===== src/sv/frame_send_pacer_top_assert.svh =====
// assertion macros for the frame send pacer
`ifndef FRAME_SEND_PACER_TOP_ASSERT_SVH
`define FRAME_SEND_PACER_TOP_ASSERT_SVH

// same-cycle implication, checked at each rising edge outside reset
`define FSP_ASSERT_NOW(lbl, ante, cons) \
    lbl: assert property (@(posedge clk) disable iff (!rst_n) (ante) |-> (cons)) \
        else $error("frame_send_pacer check failed");

// next-cycle implication
`define FSP_ASSERT_NEXT(lbl, ante, cons) \
    lbl: assert property (@(posedge clk) disable iff (!rst_n) (ante) |=> (cons)) \
        else $error("frame_send_pacer check failed");

`endif


===== src/sv/fsp_pkg.sv =====
package fsp_pkg;

    localparam int FLIGHT_DEPTH_DEF = 8;

    // channel widths
    localparam int IN_DATA_W  = 112;
    localparam int OUT_DATA_W = 200;

    // function codes
    localparam logic [1:0] FUNC_HOLD   = 2'd0;
    localparam logic [1:0] FUNC_DONE   = 2'd1;
    localparam logic [1:0] FUNC_NOHOLD = 2'd2;

    // action codes
    localparam logic [2:0] ACT_STATUS    = 3'd0;
    localparam logic [2:0] ACT_SENT_CUR  = 3'd1;
    localparam logic [2:0] ACT_SENT_HELD = 3'd2;
    localparam logic [2:0] ACT_HELD      = 3'd3;
    localparam logic [2:0] ACT_DISCARD   = 3'd4;

    // register indexes
    localparam logic [1:0] REG_MAX_IN_FLIGHT = 2'd0;
    localparam logic [1:0] REG_HOLD_TIMEOUT  = 2'd1;
    localparam logic [1:0] REG_AGE_LIMIT     = 2'd2;
    localparam logic [1:0] REG_HEALTH_WINDOW = 2'd3;

    // health grades and thresholds
    localparam logic [1:0] HEALTH_OK        = 2'd0;
    localparam logic [1:0] HEALTH_CONGESTED = 2'd1;
    localparam logic [1:0] HEALTH_POOR      = 2'd2;
    localparam logic [31:0] POOR_STORE     = 32'd15;
    localparam logic [31:0] POOR_REPLACE   = 32'd8;
    localparam logic [31:0] TIMEOUT_LIMIT  = 32'd2;
    localparam logic [31:0] CONG_STORE     = 32'd6;
    localparam logic [31:0] CONG_REPLACE   = 32'd3;

    // controller to datapath commands
    typedef struct packed {
        logic load;
        logic tmo;
        logic health;
        logic retire;
        logic exec;
        logic emit;
    } cmd_t;

    // datapath to controller status
    typedef struct packed {
        logic retire_more;
        logic out_free;
    } stat_t;

    // positive age strictly above limit
    function automatic logic older_than(logic [31:0] now, logic [31:0] then,
                                        logic [15:0] limit);
        logic [31:0] d;
        d = now - then;
        return !d[31] && (d > {16'b0, limit});
    endfunction

    function automatic logic [1:0] grade(logic [31:0] b, logic [31:0] r, logic [31:0] t);
        logic [1:0] g;
        if (b >= POOR_STORE && (r >= POOR_REPLACE || t >= TIMEOUT_LIMIT))
            g = HEALTH_POOR;
        else if (b >= CONG_STORE || r >= CONG_REPLACE || t >= TIMEOUT_LIMIT)
            g = HEALTH_CONGESTED;
        else
            g = HEALTH_OK;
        return g;
    endfunction

endpackage


===== src/sv/fsp_ctrl.sv =====
module fsp_ctrl
(
    input  logic             clk,
    input  logic             rst_n,
    input  logic             s_tvalid,
    input  logic [1:0]       s_tuser,
    output logic             s_tready,
    input  fsp_pkg::stat_t   stat,
    output fsp_pkg::cmd_t    cmd
);
    import fsp_pkg::*;

    typedef enum logic [5:0] {
        ST_IDLE   = 6'b000001,
        ST_TMO    = 6'b000010,
        ST_HLTH   = 6'b000100,
        ST_RETIRE = 6'b001000,
        ST_EXEC   = 6'b010000,
        ST_DONE   = 6'b100000
    } state_t;

    state_t state_reg, state_next;

    assign s_tready = (state_reg == ST_IDLE);

    // sequencing of one transaction
    always_comb
    begin
        state_next = state_reg;
        cmd        = '0;
        unique case (state_reg)
            ST_IDLE:
            begin
                if (s_tvalid)
                begin
                    cmd.load = 1'b1;
                    if (s_tuser == FUNC_HOLD)
                        state_next = ST_TMO;
                    else if (s_tuser == FUNC_NOHOLD)
                        state_next = ST_RETIRE;
                    else
                        state_next = ST_EXEC;
                end
            end
            ST_TMO:
            begin
                cmd.tmo    = 1'b1;
                state_next = ST_HLTH;
            end
            ST_HLTH:
            begin
                cmd.health = 1'b1;
                state_next = ST_RETIRE;
            end
            ST_RETIRE:
            begin
                if (stat.retire_more)
                    cmd.retire = 1'b1;
                else
                    state_next = ST_EXEC;
            end
            ST_EXEC:
            begin
                cmd.exec   = 1'b1;
                state_next = ST_DONE;
            end
            ST_DONE:
            begin
                if (stat.out_free)
                begin
                    cmd.emit   = 1'b1;
                    state_next = ST_IDLE;
                end
            end
            default: state_next = ST_IDLE;
        endcase
    end

    always_ff @(posedge clk or negedge rst_n)
    begin
        if (!rst_n)
            state_reg <= ST_IDLE;
        else
            state_reg <= state_next;
    end

endmodule


===== src/sv/fsp_datapath.sv =====
module fsp_datapath #(
    parameter int FLIGHT_DEPTH = fsp_pkg::FLIGHT_DEPTH_DEF
)
(
    input  logic                            clk,
    input  logic                            rst_n,
    input  logic                            cfg_we,
    input  logic [1:0]                      cfg_index,
    input  logic [15:0]                     cfg_data,
    input  logic [1:0]                      s_tuser,
    input  logic [fsp_pkg::IN_DATA_W-1:0]   s_tdata,
    input  fsp_pkg::cmd_t                   cmd,
    output fsp_pkg::stat_t                  stat,
    output logic                            m_tvalid,
    input  logic                            m_tready,
    output logic [2:0]                      m_tuser,
    output logic [fsp_pkg::OUT_DATA_W-1:0]  m_tdata
);
    import fsp_pkg::*;

    localparam int PTR_W = (FLIGHT_DEPTH > 1) ? $clog2(FLIGHT_DEPTH) : 1;
    localparam int CNT_W = $clog2(FLIGHT_DEPTH + 1);

    // configuration
    logic [3:0]  max_reg;
    logic [15:0] hold_to_reg, age_reg, win_reg;

    // captured transaction
    logic [1:0]  func_reg;
    logic [31:0] now_reg, ftime_reg;
    logic [15:0] fid_reg;
    logic [23:0] fsize_reg;
    logic [3:0]  fkind_reg;

    // holding slot
    logic        hold_flag_reg;
    logic [31:0] hold_stamp_reg;
    logic [15:0] hold_ident_reg;
    logic [23:0] hold_bytes_reg;
    logic [3:0]  hold_type_reg;

    // in-flight fifo
    logic [31:0] flight_stamp_reg [FLIGHT_DEPTH];
    logic [15:0] flight_ident_reg [FLIGHT_DEPTH];
    logic [FLIGHT_DEPTH-1:0] flight_done_reg;
    logic [PTR_W-1:0] head_reg;
    logic [CNT_W-1:0] count_reg;

    // counters and health
    logic [31:0] store_reg, replace_reg, timeout_reg, held_sent_reg;
    logic [31:0] win_begin_reg;
    logic        win_open_reg;
    logic [31:0] base_store_reg, base_replace_reg, base_timeout_reg;
    logic [1:0]  grade_reg;

    // result of the transaction
    logic [2:0]  res_action_reg;
    logic [15:0] res_id_reg;
    logic [31:0] res_time_reg;
    logic [23:0] res_size_reg;
    logic [3:0]  res_kind_reg;

    logic                  out_valid_reg;
    logic [2:0]            out_user_reg;
    logic [OUT_DATA_W-1:0] out_data_reg;

    // head check and busy test
    logic             head_hit, busy, full, hold_newer;
    logic [PTR_W-1:0] head_inc, tail;
    logic [FLIGHT_DEPTH-1:0] mark_hit;
    logic [31:0] win_d;
    logic [31:0] hold_diff;
    int          tsum;

    assign head_hit = (count_reg != '0) && (flight_done_reg[head_reg] ||
                      older_than(now_reg, flight_stamp_reg[head_reg], age_reg));
    assign full     = 32'(count_reg) >= FLIGHT_DEPTH;
    assign busy     = (max_reg != 4'd0) &&
                      (32'(count_reg) >= {28'b0, max_reg} || full);
    assign hold_diff  = hold_stamp_reg - ftime_reg;
    assign hold_newer = hold_flag_reg && !hold_diff[31];
    assign head_inc = (32'(head_reg) == FLIGHT_DEPTH - 1) ? '0 : head_reg + 1'b1;
    assign win_d    = now_reg - win_begin_reg;

    always_comb
    begin
        tsum = int'(head_reg) + int'(count_reg);
        if (tsum >= FLIGHT_DEPTH)
            tsum = tsum - FLIGHT_DEPTH;
        tail = PTR_W'(tsum);
    end

    // entries inside the live window whose id matches
    always_comb
    begin
        int off;
        for (int i = 0; i < FLIGHT_DEPTH; i++)
        begin
            off = i - int'(head_reg);
            if (off < 0)
                off = off + FLIGHT_DEPTH;
            mark_hit[i] = (off < int'(count_reg)) && (flight_ident_reg[i] == fid_reg);
        end
    end

    assign stat.retire_more = head_hit;
    assign stat.out_free    = !out_valid_reg || m_tready;

    // send decision
    logic        track_en;
    logic [31:0] track_stamp;
    logic [15:0] track_id;
    logic [2:0]  act;

    always_comb
    begin
        track_en    = 1'b0;
        track_stamp = ftime_reg;
        track_id    = fid_reg;
        act         = ACT_STATUS;
        if (func_reg == FUNC_HOLD)
        begin
            if (busy)
                act = ACT_HELD;
            else if (hold_newer)
            begin
                act         = ACT_SENT_HELD;
                track_en    = 1'b1;
                track_stamp = hold_stamp_reg;
                track_id    = hold_ident_reg;
            end
            else
            begin
                act      = ACT_SENT_CUR;
                track_en = 1'b1;
            end
        end
        else if (func_reg == FUNC_NOHOLD)
        begin
            if (busy)
                act = ACT_DISCARD;
            else
            begin
                act      = ACT_SENT_CUR;
                track_en = 1'b1;
            end
        end
    end

    // capture, result, fifo entries and payload (no reset)
    always_ff @(posedge clk)
    begin
        if (cmd.load)
        begin
            func_reg  <= s_tuser;
            now_reg   <= s_tdata[31:0];
            ftime_reg <= s_tdata[63:32];
            fid_reg   <= s_tdata[79:64];
            fsize_reg <= s_tdata[103:80];
            fkind_reg <= s_tdata[107:104];
        end
        if (cmd.exec)
        begin
            res_action_reg <= act;
            if (act == ACT_SENT_CUR || act == ACT_SENT_HELD)
            begin
                res_id_reg   <= (act == ACT_SENT_HELD) ? hold_ident_reg : fid_reg;
                res_time_reg <= (act == ACT_SENT_HELD) ? hold_stamp_reg : ftime_reg;
                res_size_reg <= (act == ACT_SENT_HELD) ? hold_bytes_reg : fsize_reg;
                res_kind_reg <= (act == ACT_SENT_HELD) ? hold_type_reg : fkind_reg;
            end
            else
            begin
                res_id_reg   <= '0;
                res_time_reg <= '0;
                res_size_reg <= '0;
                res_kind_reg <= '0;
            end
            if (track_en && max_reg != 4'd0)
            begin
                flight_stamp_reg[full ? head_reg : tail] <= track_stamp;
                flight_ident_reg[full ? head_reg : tail] <= track_id;
            end
        end
        if (cmd.emit)
        begin
            out_user_reg <= res_action_reg;
            out_data_reg <= {1'b0,
                             hold_flag_reg ? hold_bytes_reg : 24'd0,
                             hold_flag_reg,
                             timeout_reg, replace_reg, store_reg, grade_reg,
                             res_kind_reg, res_size_reg, res_time_reg, res_id_reg};
        end
    end

    // control state
    always_ff @(posedge clk or negedge rst_n)
    begin
        if (!rst_n)
        begin
            max_reg          <= 4'd1;
            hold_to_reg      <= 16'd0;
            age_reg          <= 16'd500;
            win_reg          <= 16'd2000;
            hold_flag_reg    <= 1'b0;
            hold_stamp_reg   <= '0;
            hold_ident_reg   <= '0;
            hold_bytes_reg   <= '0;
            hold_type_reg    <= '0;
            flight_done_reg  <= '0;
            head_reg         <= '0;
            count_reg        <= '0;
            store_reg        <= '0;
            replace_reg      <= '0;
            timeout_reg      <= '0;
            held_sent_reg    <= '0;
            win_begin_reg    <= '0;
            win_open_reg     <= 1'b0;
            base_store_reg   <= '0;
            base_replace_reg <= '0;
            base_timeout_reg <= '0;
            grade_reg        <= HEALTH_OK;
            out_valid_reg    <= 1'b0;
        end
        else
        begin
            // register writes
            if (cfg_we)
            begin
                unique case (cfg_index)
                    REG_MAX_IN_FLIGHT: max_reg     <= cfg_data[3:0];
                    REG_HOLD_TIMEOUT:  hold_to_reg <= cfg_data;
                    REG_AGE_LIMIT:     age_reg     <= cfg_data;
                    REG_HEALTH_WINDOW: win_reg     <= cfg_data;
                    default: ;
                endcase
            end

            // held frame timeout
            if (cmd.tmo && hold_flag_reg && hold_to_reg != 16'd0 &&
                older_than(now_reg, hold_stamp_reg, hold_to_reg))
            begin
                timeout_reg   <= timeout_reg + 32'd1;
                hold_flag_reg <= 1'b0;
            end

            // health window
            if (cmd.health)
            begin
                if (!win_open_reg || (!win_d[31] && win_d >= {16'b0, win_reg}))
                begin
                    if (win_open_reg)
                        grade_reg <= grade(store_reg - base_store_reg,
                                           replace_reg - base_replace_reg,
                                           timeout_reg - base_timeout_reg);
                    win_open_reg     <= 1'b1;
                    win_begin_reg    <= now_reg;
                    base_store_reg   <= store_reg;
                    base_replace_reg <= replace_reg;
                    base_timeout_reg <= timeout_reg;
                end
            end

            // retire oldest entry
            if (cmd.retire && head_hit)
            begin
                head_reg  <= head_inc;
                count_reg <= count_reg - 1'b1;
            end

            // completion marking
            if (cmd.exec && func_reg == FUNC_DONE)
                flight_done_reg <= flight_done_reg | mark_hit;

            // send, hold or discard
            if (cmd.exec)
            begin
                if (act == ACT_HELD)
                begin
                    store_reg <= store_reg + 32'd1;
                    if (hold_flag_reg)
                        replace_reg <= replace_reg + 32'd1;
                    hold_flag_reg  <= 1'b1;
                    hold_stamp_reg <= ftime_reg;
                    hold_ident_reg <= fid_reg;
                    hold_bytes_reg <= fsize_reg;
                    hold_type_reg  <= fkind_reg;
                end
                else if (func_reg == FUNC_HOLD)
                begin
                    hold_flag_reg <= 1'b0;
                    if (act == ACT_SENT_HELD)
                        held_sent_reg <= held_sent_reg + 32'd1;
                end
                if (track_en && max_reg != 4'd0)
                begin
                    if (full)
                    begin
                        flight_done_reg[head_reg] <= 1'b0;
                        head_reg <= head_inc;
                    end
                    else
                    begin
                        flight_done_reg[tail] <= 1'b0;
                        count_reg <= count_reg + 1'b1;
                    end
                end
            end

            // output register
            if (cmd.emit)
                out_valid_reg <= 1'b1;
            else if (m_tready)
                out_valid_reg <= 1'b0;
        end
    end

    assign m_tvalid = out_valid_reg;
    assign m_tuser  = out_user_reg;
    assign m_tdata  = out_data_reg;

endmodule


===== src/sv/frame_send_pacer_top.sv =====
// frame send pacer
// input channel s_*: one transaction per frame event or completion; s_tuser
//   carries the function code, s_tdata the frame time and fields
// output channel m_*: exactly one result per input transaction, in order;
//   m_tuser carries the action, m_tdata the sent frame and status
// configuration: cfg_we writes cfg_data into the register at cfg_index
//   (0 max in flight, 1 hold timeout, 2 age limit, 3 health window)
// sequence: a completion or unused code goes from load straight to the
//   exec and emit steps; a frame without hold passes the retire loop
//   first, a frame with hold the timeout and health steps before that;
//   the retire loop of the controller retires in-flight entries one per cycle
// acceptance: one transaction in flight at a time; the next is taken once
//   the result has moved into the output register
// a stalled receiver holds the result in the output register; a further
//   result waits in the datapath result registers until that register frees
// reset clears the holding slot, the in-flight fifo, all counters, the
//   health window and sets the register defaults; no clearing pass needed
module frame_send_pacer_top #(
    parameter int FLIGHT_DEPTH = fsp_pkg::FLIGHT_DEPTH_DEF
)
(
    input  logic                            clk,
    input  logic                            rst_n,
    input  logic                            cfg_we,
    input  logic [1:0]                      cfg_index,
    input  logic [15:0]                     cfg_data,
    input  logic                            s_tvalid,
    output logic                            s_tready,
    // func
    input  logic [1:0]                      s_tuser,
    // now_time, frame_time, frame_id, frame_size, frame_kind, zero fill
    input  logic [fsp_pkg::IN_DATA_W-1:0]   s_tdata,
    output logic                            m_tvalid,
    input  logic                            m_tready,
    // action
    output logic [2:0]                      m_tuser,
    // sent_id, sent_time, sent_size, sent_kind, health_level, store_total,
    // replace_total, timeout_total, hold_valid, hold_size, zero fill
    output logic [fsp_pkg::OUT_DATA_W-1:0]  m_tdata
);
    import fsp_pkg::*;

    `include "frame_send_pacer_top_assert.svh"

    cmd_t  cmd;
    stat_t stat;

    fsp_ctrl u_ctrl
    (
        .clk      (clk),
        .rst_n    (rst_n),
        .s_tvalid (s_tvalid),
        .s_tuser  (s_tuser),
        .s_tready (s_tready),
        .stat     (stat),
        .cmd      (cmd)
    );

    fsp_datapath #(
        .FLIGHT_DEPTH (FLIGHT_DEPTH)
    ) u_datapath
    (
        .clk       (clk),
        .rst_n     (rst_n),
        .cfg_we    (cfg_we),
        .cfg_index (cfg_index),
        .cfg_data  (cfg_data),
        .s_tuser   (s_tuser),
        .s_tdata   (s_tdata),
        .cmd       (cmd),
        .stat      (stat),
        .m_tvalid  (m_tvalid),
        .m_tready  (m_tready),
        .m_tuser   (m_tuser),
        .m_tdata   (m_tdata)
    );

    // one transaction at a time
    `FSP_ASSERT_NEXT(a_one_at_a_time, s_tvalid && s_tready, !s_tready)
    // no result appears right after an accept
    `FSP_ASSERT_NEXT(a_min_latency, s_tvalid && s_tready, !$rose(m_tvalid))
    // a held action leaves the slot occupied
    `FSP_ASSERT_NOW(a_held_slot, m_tvalid && m_tuser == ACT_HELD, m_tdata[174])
    // an empty slot reports zero size
    `FSP_ASSERT_NOW(a_empty_size, m_tvalid && !m_tdata[174], m_tdata[198:175] == 24'd0)

endmodule


===== config.mk =====
export PLATFORM = sky130hd
export DESIGN_NAME = frame_send_pacer_top
export DESIGN_NICKNAME = d
export VERILOG_FILES = /design/src/sv/fsp_pkg.sv /design/src/sv/fsp_ctrl.sv /design/src/sv/fsp_datapath.sv /design/src/sv/frame_send_pacer_top.sv
export VERILOG_INCLUDE_DIRS = /design/src /design/src/sv
export SDC_FILE = /design/constraint.sdc
export NUM_CORES = 2
export LEC_CHECK = 0
export BUFFER_PORTS_ARGS = -buffer_cell sky130_fd_sc_hd__buf_2
export CAP_MARGIN = 20
export CORE_MARGIN = 3
export CORE_UTILIZATION = 62
export CTS_BUF_LIST = sky130_fd_sc_hd__clkbuf_16
export DETAILED_ROUTE_END_ITERATION = 6
export PLACE_DENSITY = 0.81
export REMOVE_ABC_BUFFERS = 1
export SETUP_SLACK_MARGIN = 0.2
export SKIP_LAST_GASP = 1
export SLEW_MARGIN = 20
export SYNTH_ARGS = -nofsm -noshare
export SYNTH_HDL_FRONTEND = slang
export SYNTH_SLANG_ARGS = --single-unit

===== constraint.sdc =====
create_clock -name clk -period 14.21 [get_ports clk]
set_input_delay 2.842 -clock clk [delete_from_list [all_inputs] [get_ports clk]]
set_output_delay 2.842 -clock clk [all_outputs]
set_load 0.01 [all_outputs]

# Word level (Yosys, flattened, before mapping)
# Memories as Yosys holds them, arrays and structs flattened.
# Index checks and enable logic that the tools add are counted.
# op_classes
n_addsub	31
mul	0
div_mod_pow	0
order_cmp	31
n_eq_ne	27
n_shift	0
mux	73
bitwise	5
n_reduce_logical	53
# op_table
op	count
two-way mux 32 bit	12
adder 32 x 5 -> 32 bit (second input constant)	8
< comparator 32 x 1 -> 1 bit (second input constant)	8
< comparator 32 x 5 -> 1 bit	8
subtractor 32 bit	7
== test 16 bit	8
adder 32 x 1 -> 32 bit (second input constant)	3
greater-or-equal comparator 32 x 2 -> 1 bit (second input constant)	2
greater-or-equal comparator 32 x 4 -> 1 bit (second input constant)	2
> comparator 32 x 16 -> 1 bit	2
two-way mux 16 bit	4
case mux 6 bit (6 select lines)	1
two-way mux 3 bit	11
greater-or-equal comparator 32 x 16 -> 1 bit	1
greater-or-equal comparator 32 x 3 -> 1 bit (second input constant)	1
two-way mux 8 bit	4
two-way mux 1 bit	25
two-way mux 24 bit	1
logical AND 1 bit	23
two-way mux 4 bit	5
two-way mux 6 bit	3
bitwise AND 8 bit	2
NOT 8 bit	2
nonzero test 16 bit	1
other kinds (37)	76
# totals
regBits	769
latchBits	0
mem_bits_rw	384
rom_bits	0
inputBits	137
output_inout_bits	205
wordCells	259
memories	2
# memory_table
memory	depth	width	rd	rd_ports_with_merged_regs	write_ports	line_no	source
u_datapath.flight_stamp_reg	8	32	1	0	1	fsp_datapath.sv:43	logic [31:0] flight_stamp_reg [FLIGHT_DEPTH];
u_datapath.flight_ident_reg	8	16	8	0	1	fsp_datapath.sv:44	logic [15:0] flight_ident_reg [FLIGHT_DEPTH];

# Longest topological paths before layout
# An unclocked memory read counts as a cell.
# logic_depth
depth_word	13
ltp_mapped	27
ltp_nobuf	24

# Cells and area by module
# A second synthesis with hierarchy kept.
# unflattened
hier_cells	4831
hier_area_um2	57371.3
# by_module_without_submodules
module	instances	cells_each	area_each_um2	seq_area_each_um2
fsp_datapath	1	4790	56978.4	32597.5
fsp_ctrl	1	41	392.9	151.4

# Worst setup path before layout
# OpenSTA, ideal clock, no wires.
# synth_path
path_kind	input -> register
from	input m_tready
to	register u_datapath.out_data_reg[0], in the netlist u_datapath.m_tdata[0], enable pin
setup_time_ps	832
t_arrival_ps	12589
t_required_ps	13378
path_slack_ps	789
stages	2
n_path_buf	0
path_cell_list	inv_1 > a21oi_1
# synth_lines
item	line_no	source
from (decl)	frame_send_pacer_top.sv:34	input logic m_tready,
to (signal assigned)	fsp_datapath.sv:188	out_data_reg <= {1'b0,
to (decl)	fsp_datapath.sv:65	logic [OUT_DATA_W-1:0] out_data_reg;

# Worst setup path after layout
# layout_path
from	register u_datapath.head_reg[0]
to	register u_datapath.count_reg[1]
# layout_between
elab_chain_len	13
word_cells_on_any_way	16
classes_between	add/sub (1); order compare (1); mux (8); reduce/logical (5); memory (1)
# layout_lines
item	line_no	source
from (decl)	fsp_datapath.sv:46	logic [PTR_W-1:0] head_reg;
from (signal assigned)	fsp_datapath.sv:267	head_reg <= head_inc;
from (signal assigned)	fsp_datapath.sv:300	head_reg <= head_inc;
memory read (8 x 32 bit)	n/a	
subtractor 32 bit	fsp_pkg.sv:57	d = now - then;
> comparator 32 x 16 -> 1 bit or logical NOT 1 bit (tied branches)	fsp_pkg.sv:58	return !d[31] && (d > {16'b0, limit});
logical AND 1 bit	fsp_pkg.sv:58	
logical OR 1 bit (*)	fsp_datapath.sv:75	assign head_hit = (count_reg != '0) && (flight_done_reg[head_reg] ||
logical AND 1 bit (*)	fsp_datapath.sv:75	
two-way mux 1 bit	fsp_ctrl.sv:57	if (stat.retire_more)
two-way mux 1 bit	fsp_ctrl.sv:31	unique case (state_reg)
logical AND 1 bit (*)	fsp_datapath.sv:265	if (cmd.retire && head_hit)
two-way mux 4 bit (*)	fsp_datapath.sv:265	
two-way mux 4 bit	fsp_datapath.sv:297	if (full)
two-way mux 4 bit	fsp_datapath.sv:295	if (track_en && max_reg != 4'd0)
two-way mux 4 bit (*)	fsp_datapath.sv:276	if (cmd.exec)
to (signal assigned)	fsp_datapath.sv:268	count_reg <= count_reg - 1'b1;
to (signal assigned)	fsp_datapath.sv:305	count_reg <= count_reg + 1'b1;
to (decl)	fsp_datapath.sv:47	logic [CNT_W-1:0] count_reg;
# Every way passes the cells marked *; elsewhere a longest branch is shown, timed or not. The select of a mux whose other input is x is not followed.
# A chain may end at the register's enable or synchronous reset.

==> flow_summary_export.csv <==
group,metric,value,unit
outcome,status,"completed",
cells_and_area,syn2layout_area_growth,11.9,%
sta,fin_ws,6.89,ns
routing,drt_first_pass_iters,7,
logic_synthesis,synth_edf_count,775,
sta,fmax,137,MHz
sta,slew_headroom,0.274,
placement,hpwl,98000,microns
routing,wl_per_cell,22.5,microns
clock_network,ctsHtreeMaxLevel,3,
sta,setup_tns,0,ns
worst_hold_path,hp-class,"reg -> reg",
cells_and_area,final_common_cell,"edfxtp_1",
sta,hold_viol_final,0,
logic_synthesis,yosysUniqueCellTypes,91,
clock_network,cts.sink_count,1153,
clock_network,clk_pin_slew,0.06,ns
cells_and_area,stdcell_count,6317,
cells_and_area,finalNetCount,5403,
logic_synthesis,ys_ff_latch,1153,
sta,tightest_slew,1.09,ns
worst_setup_path,path_class,"reg -> reg",
worst_setup_path,crit_arrival,7.91,ns
logic_synthesis,synth_flop_cell,"edfxtp_1",
cells_and_area,finalInstanceArea,0.0646,sq mm
cells_and_area,fill_cells,6357,
cells_and_area,layout_common_cells,"edfxtp_1 (775), dfrtp_1 (362), inv_1 (350)",
worst_setup_path,cp-end-kind,"flop",
clock_network,ctsResizeCount,0,
logic_synthesis,yosys_warnings,0,
placement,dp_cells,6090,
cells_and_area,multi_input_area,0.0232,sq mm
sta,whs,0.411,ns
worst_setup_path,path_max_fanout,42,
sta,min_period,7.32,ns
clock_network,cts_tree,"built",
global_route,overflow,0,
die,die_height,311,microns
die,die_area,0.0968,sq mm
sta,rsz0062_at_grt,"no",
placement,gp_congestion,0.931,
routing,drc,0,
flow_run,cap_viol_max_count,0,
sta,finalCritPeriodShare,0.515,
placement,pre_cts_slack,6.97,ns
clock_network,post_cts_buffers,0,
clock_network,cts_buffers,115,
die,ioPinCount,342,
routing,drtIter0Drc,3959,
logic_synthesis,syn-cell-area,0.0577,sq mm
power_and_ir_drop,p_sw_frac,0.349,
clock_network,cts_root_buffer,"clkbuf_16",
power_and_ir_drop,comb_power_share,0.337,
logic_synthesis,ys_seq_area_frac,0.568,
power_and_ir_drop,clkPwrFrac,0.271,
logic_synthesis,netlist_instances,4637,
die,initial_core_util,0.628,
global_route,grt_pass1_wl,221000,microns
power_and_ir_drop,p_seq_frac,0.392,
sta,worst_clock_skew,0.0523,ns
sta,maxSlewViolCount,0,
logic_synthesis,avgSynthCellArea,12.4,sq um
power_and_ir_drop,p_switching,3.95,mW
global_route,grt_max_degree,149,
routing,vias_per_cell,6.16,
clock_network,max-clock-path-buffers,3,
routing,vias,38900,
cells_and_area,ff_latch_area,0.0328,sq mm
power_and_ir_drop,p_int,7.38,mW
global_route,grt_pass1_vias,38400,
clock_network,holdBufCountCts,0,
die,rows,111,
worst_setup_path,cp.required,14.80,ns
global_route,antenna_found_initial,13,
power_and_ir_drop,power_density,176,mW/mm^2
power_and_ir_drop,power_leakage,26.2,nW
routing,antenna_left,0,
power_and_ir_drop,ir_drop,0.213,mV
global_route,grtUsageTotal,0.291,
placement,portBuffers,336,
clock_network,clkLatencyLatePin,0.73,ns
cells_and_area,layout-drive-gt1-share,0.179,
placement,postPlaceCellArea,0.0607,sq mm
die,die_x,311,microns
worst_setup_path,start_kind,"flop",
routing,drt_wl_total,142000,microns
cells_and_area,largest_reg_flops,256,
logic_synthesis,synthArstFlopShare,0.328,
sta,setup_violations,0,
die,fp.coreArea,0.0919,sq mm
critical path, cell delays in order, from the launching register on:
cell	delay (ns)
dfrtp_4	0.95
buf_4	0.69
mux4_2	0.59
mux2i_1	0.18
ha_1	0.30
a21oi_1	0.16
inv_1	0.07
o311a_4	0.41
nand2b_1	0.18
a21boi_0	0.27
o21ai_0	0.17
xor2_1	0.18
ha_1	0.31
nand4_1	0.17
nor2_1	0.18
nand2_1	0.08
o31ai_1	0.64
nand4_1	0.16
nor4_1	0.29
o311ai_0	0.21
or4_4	0.54
and2_4	0.20
a211o_1	0.25
power groups by stage:
stage	registers [mW]	logic (mW)	clock network, mW
CTS	4.44	3.78	3.11
global placement	4.48	3.65	0
floorplan	4.44	2.68	0
finish	4.44	3.82	3.07
detailed placement	4.50	3.73	0
global route	4.48	4.21	3.23
cell usage after synthesis (118+ instances only):
| master | n | share of area |
|---|---|---|
| o21ai_0 | 193 | 0.017 |
| xnor2_1 | 202 | 0.031 |
| mux2_2 | 243 | 0.047 |
| ha_1 | 294 | 0.064 |
| nand2_1 | 316 | 0.021 |
| dfrtp_1 | 364 | 0.16 |
| xor2_1 | 118 | 0.018 |
| inv_1 | 321 | 0.021 |
| nor2_1 | 194 | 0.013 |
| edfxtp_1 | 775 | 0.40 |
| a21oi_1 | 229 | 0.020 |
| clkbuf_1 | 124 | 0.0081 |
final timing paths:
check / end / startpoint / cells after the start / slack, ns
max: u_datapath.count_reg[1]$_DFF_PN0_ / u_datapath.head_reg[0]$_DFF_PN0_ / 22 / 6.89
max reg2reg: u_datapath.count_reg[1]$_DFF_PN0_ / u_datapath.head_reg[0]$_DFF_PN0_ / 22 / 6.89
min in group asynchronous: u_datapath.timeout_reg[17]$_DFFE_PN0P_ / rst_n / 1 / 2.15
min reg2reg: u_datapath.m_tdata[67]$_DFFE_PP_ / u_datapath.res_size_reg[19]$_SDFFCE_PN0N_ / 0 / 0.41
min: u_datapath.m_tdata[67]$_DFFE_PP_ / u_datapath.res_size_reg[19]$_SDFFCE_PN0N_ / 0 / 0.41
max in group asynchronous: u_datapath.head_reg[0]$_DFF_PN0_ / rst_n / 3 / 9.74
metal layers:
layer,vias up,GRT usage,share of wire
met2,1445,0.491,0.49
met3,291,0.0424,0.069
li1,17800,-,-
met1,19400,0.391,0.41
met4,2,0.0954,0.034
met5,-,0,0.000084
cell type report:
class | count | share of cell area
sequential | 1153 | 0.507
multi-input combinational | 3007 | 0.360
clock buffer | 117 | 0.0453
timing repair buffer | 365 | 0.0301
tap | 1243 | 0.0241
inverter | 322 | 0.0187
clock inverter | 101 | 0.0144
antenna | 9 | 0.000349
cells by family after synthesis:
kind of cell	Yosys count	share of synthesized area
compound gates	866	0.0987
xor+xnor	320	0.0486
fa+ha+maj	302	0.0665
buf+inv	477	0.0316
flops	1153	0.568
mux	396	0.0884
other cells	1	0.0000650
simple gates	1122	0.0986
metrics by stage:
stage	utilization	total power [mW]
3_5_place_dp	0.660	8.23
2_1_floorplan	-	7.12
4_1_cts	0.702	11.3
5_1_grt	0.702	11.9
3_3_place_gp	0.660	8.13
6_report	0.702	11.3
(Power assumes the default switching activity.)
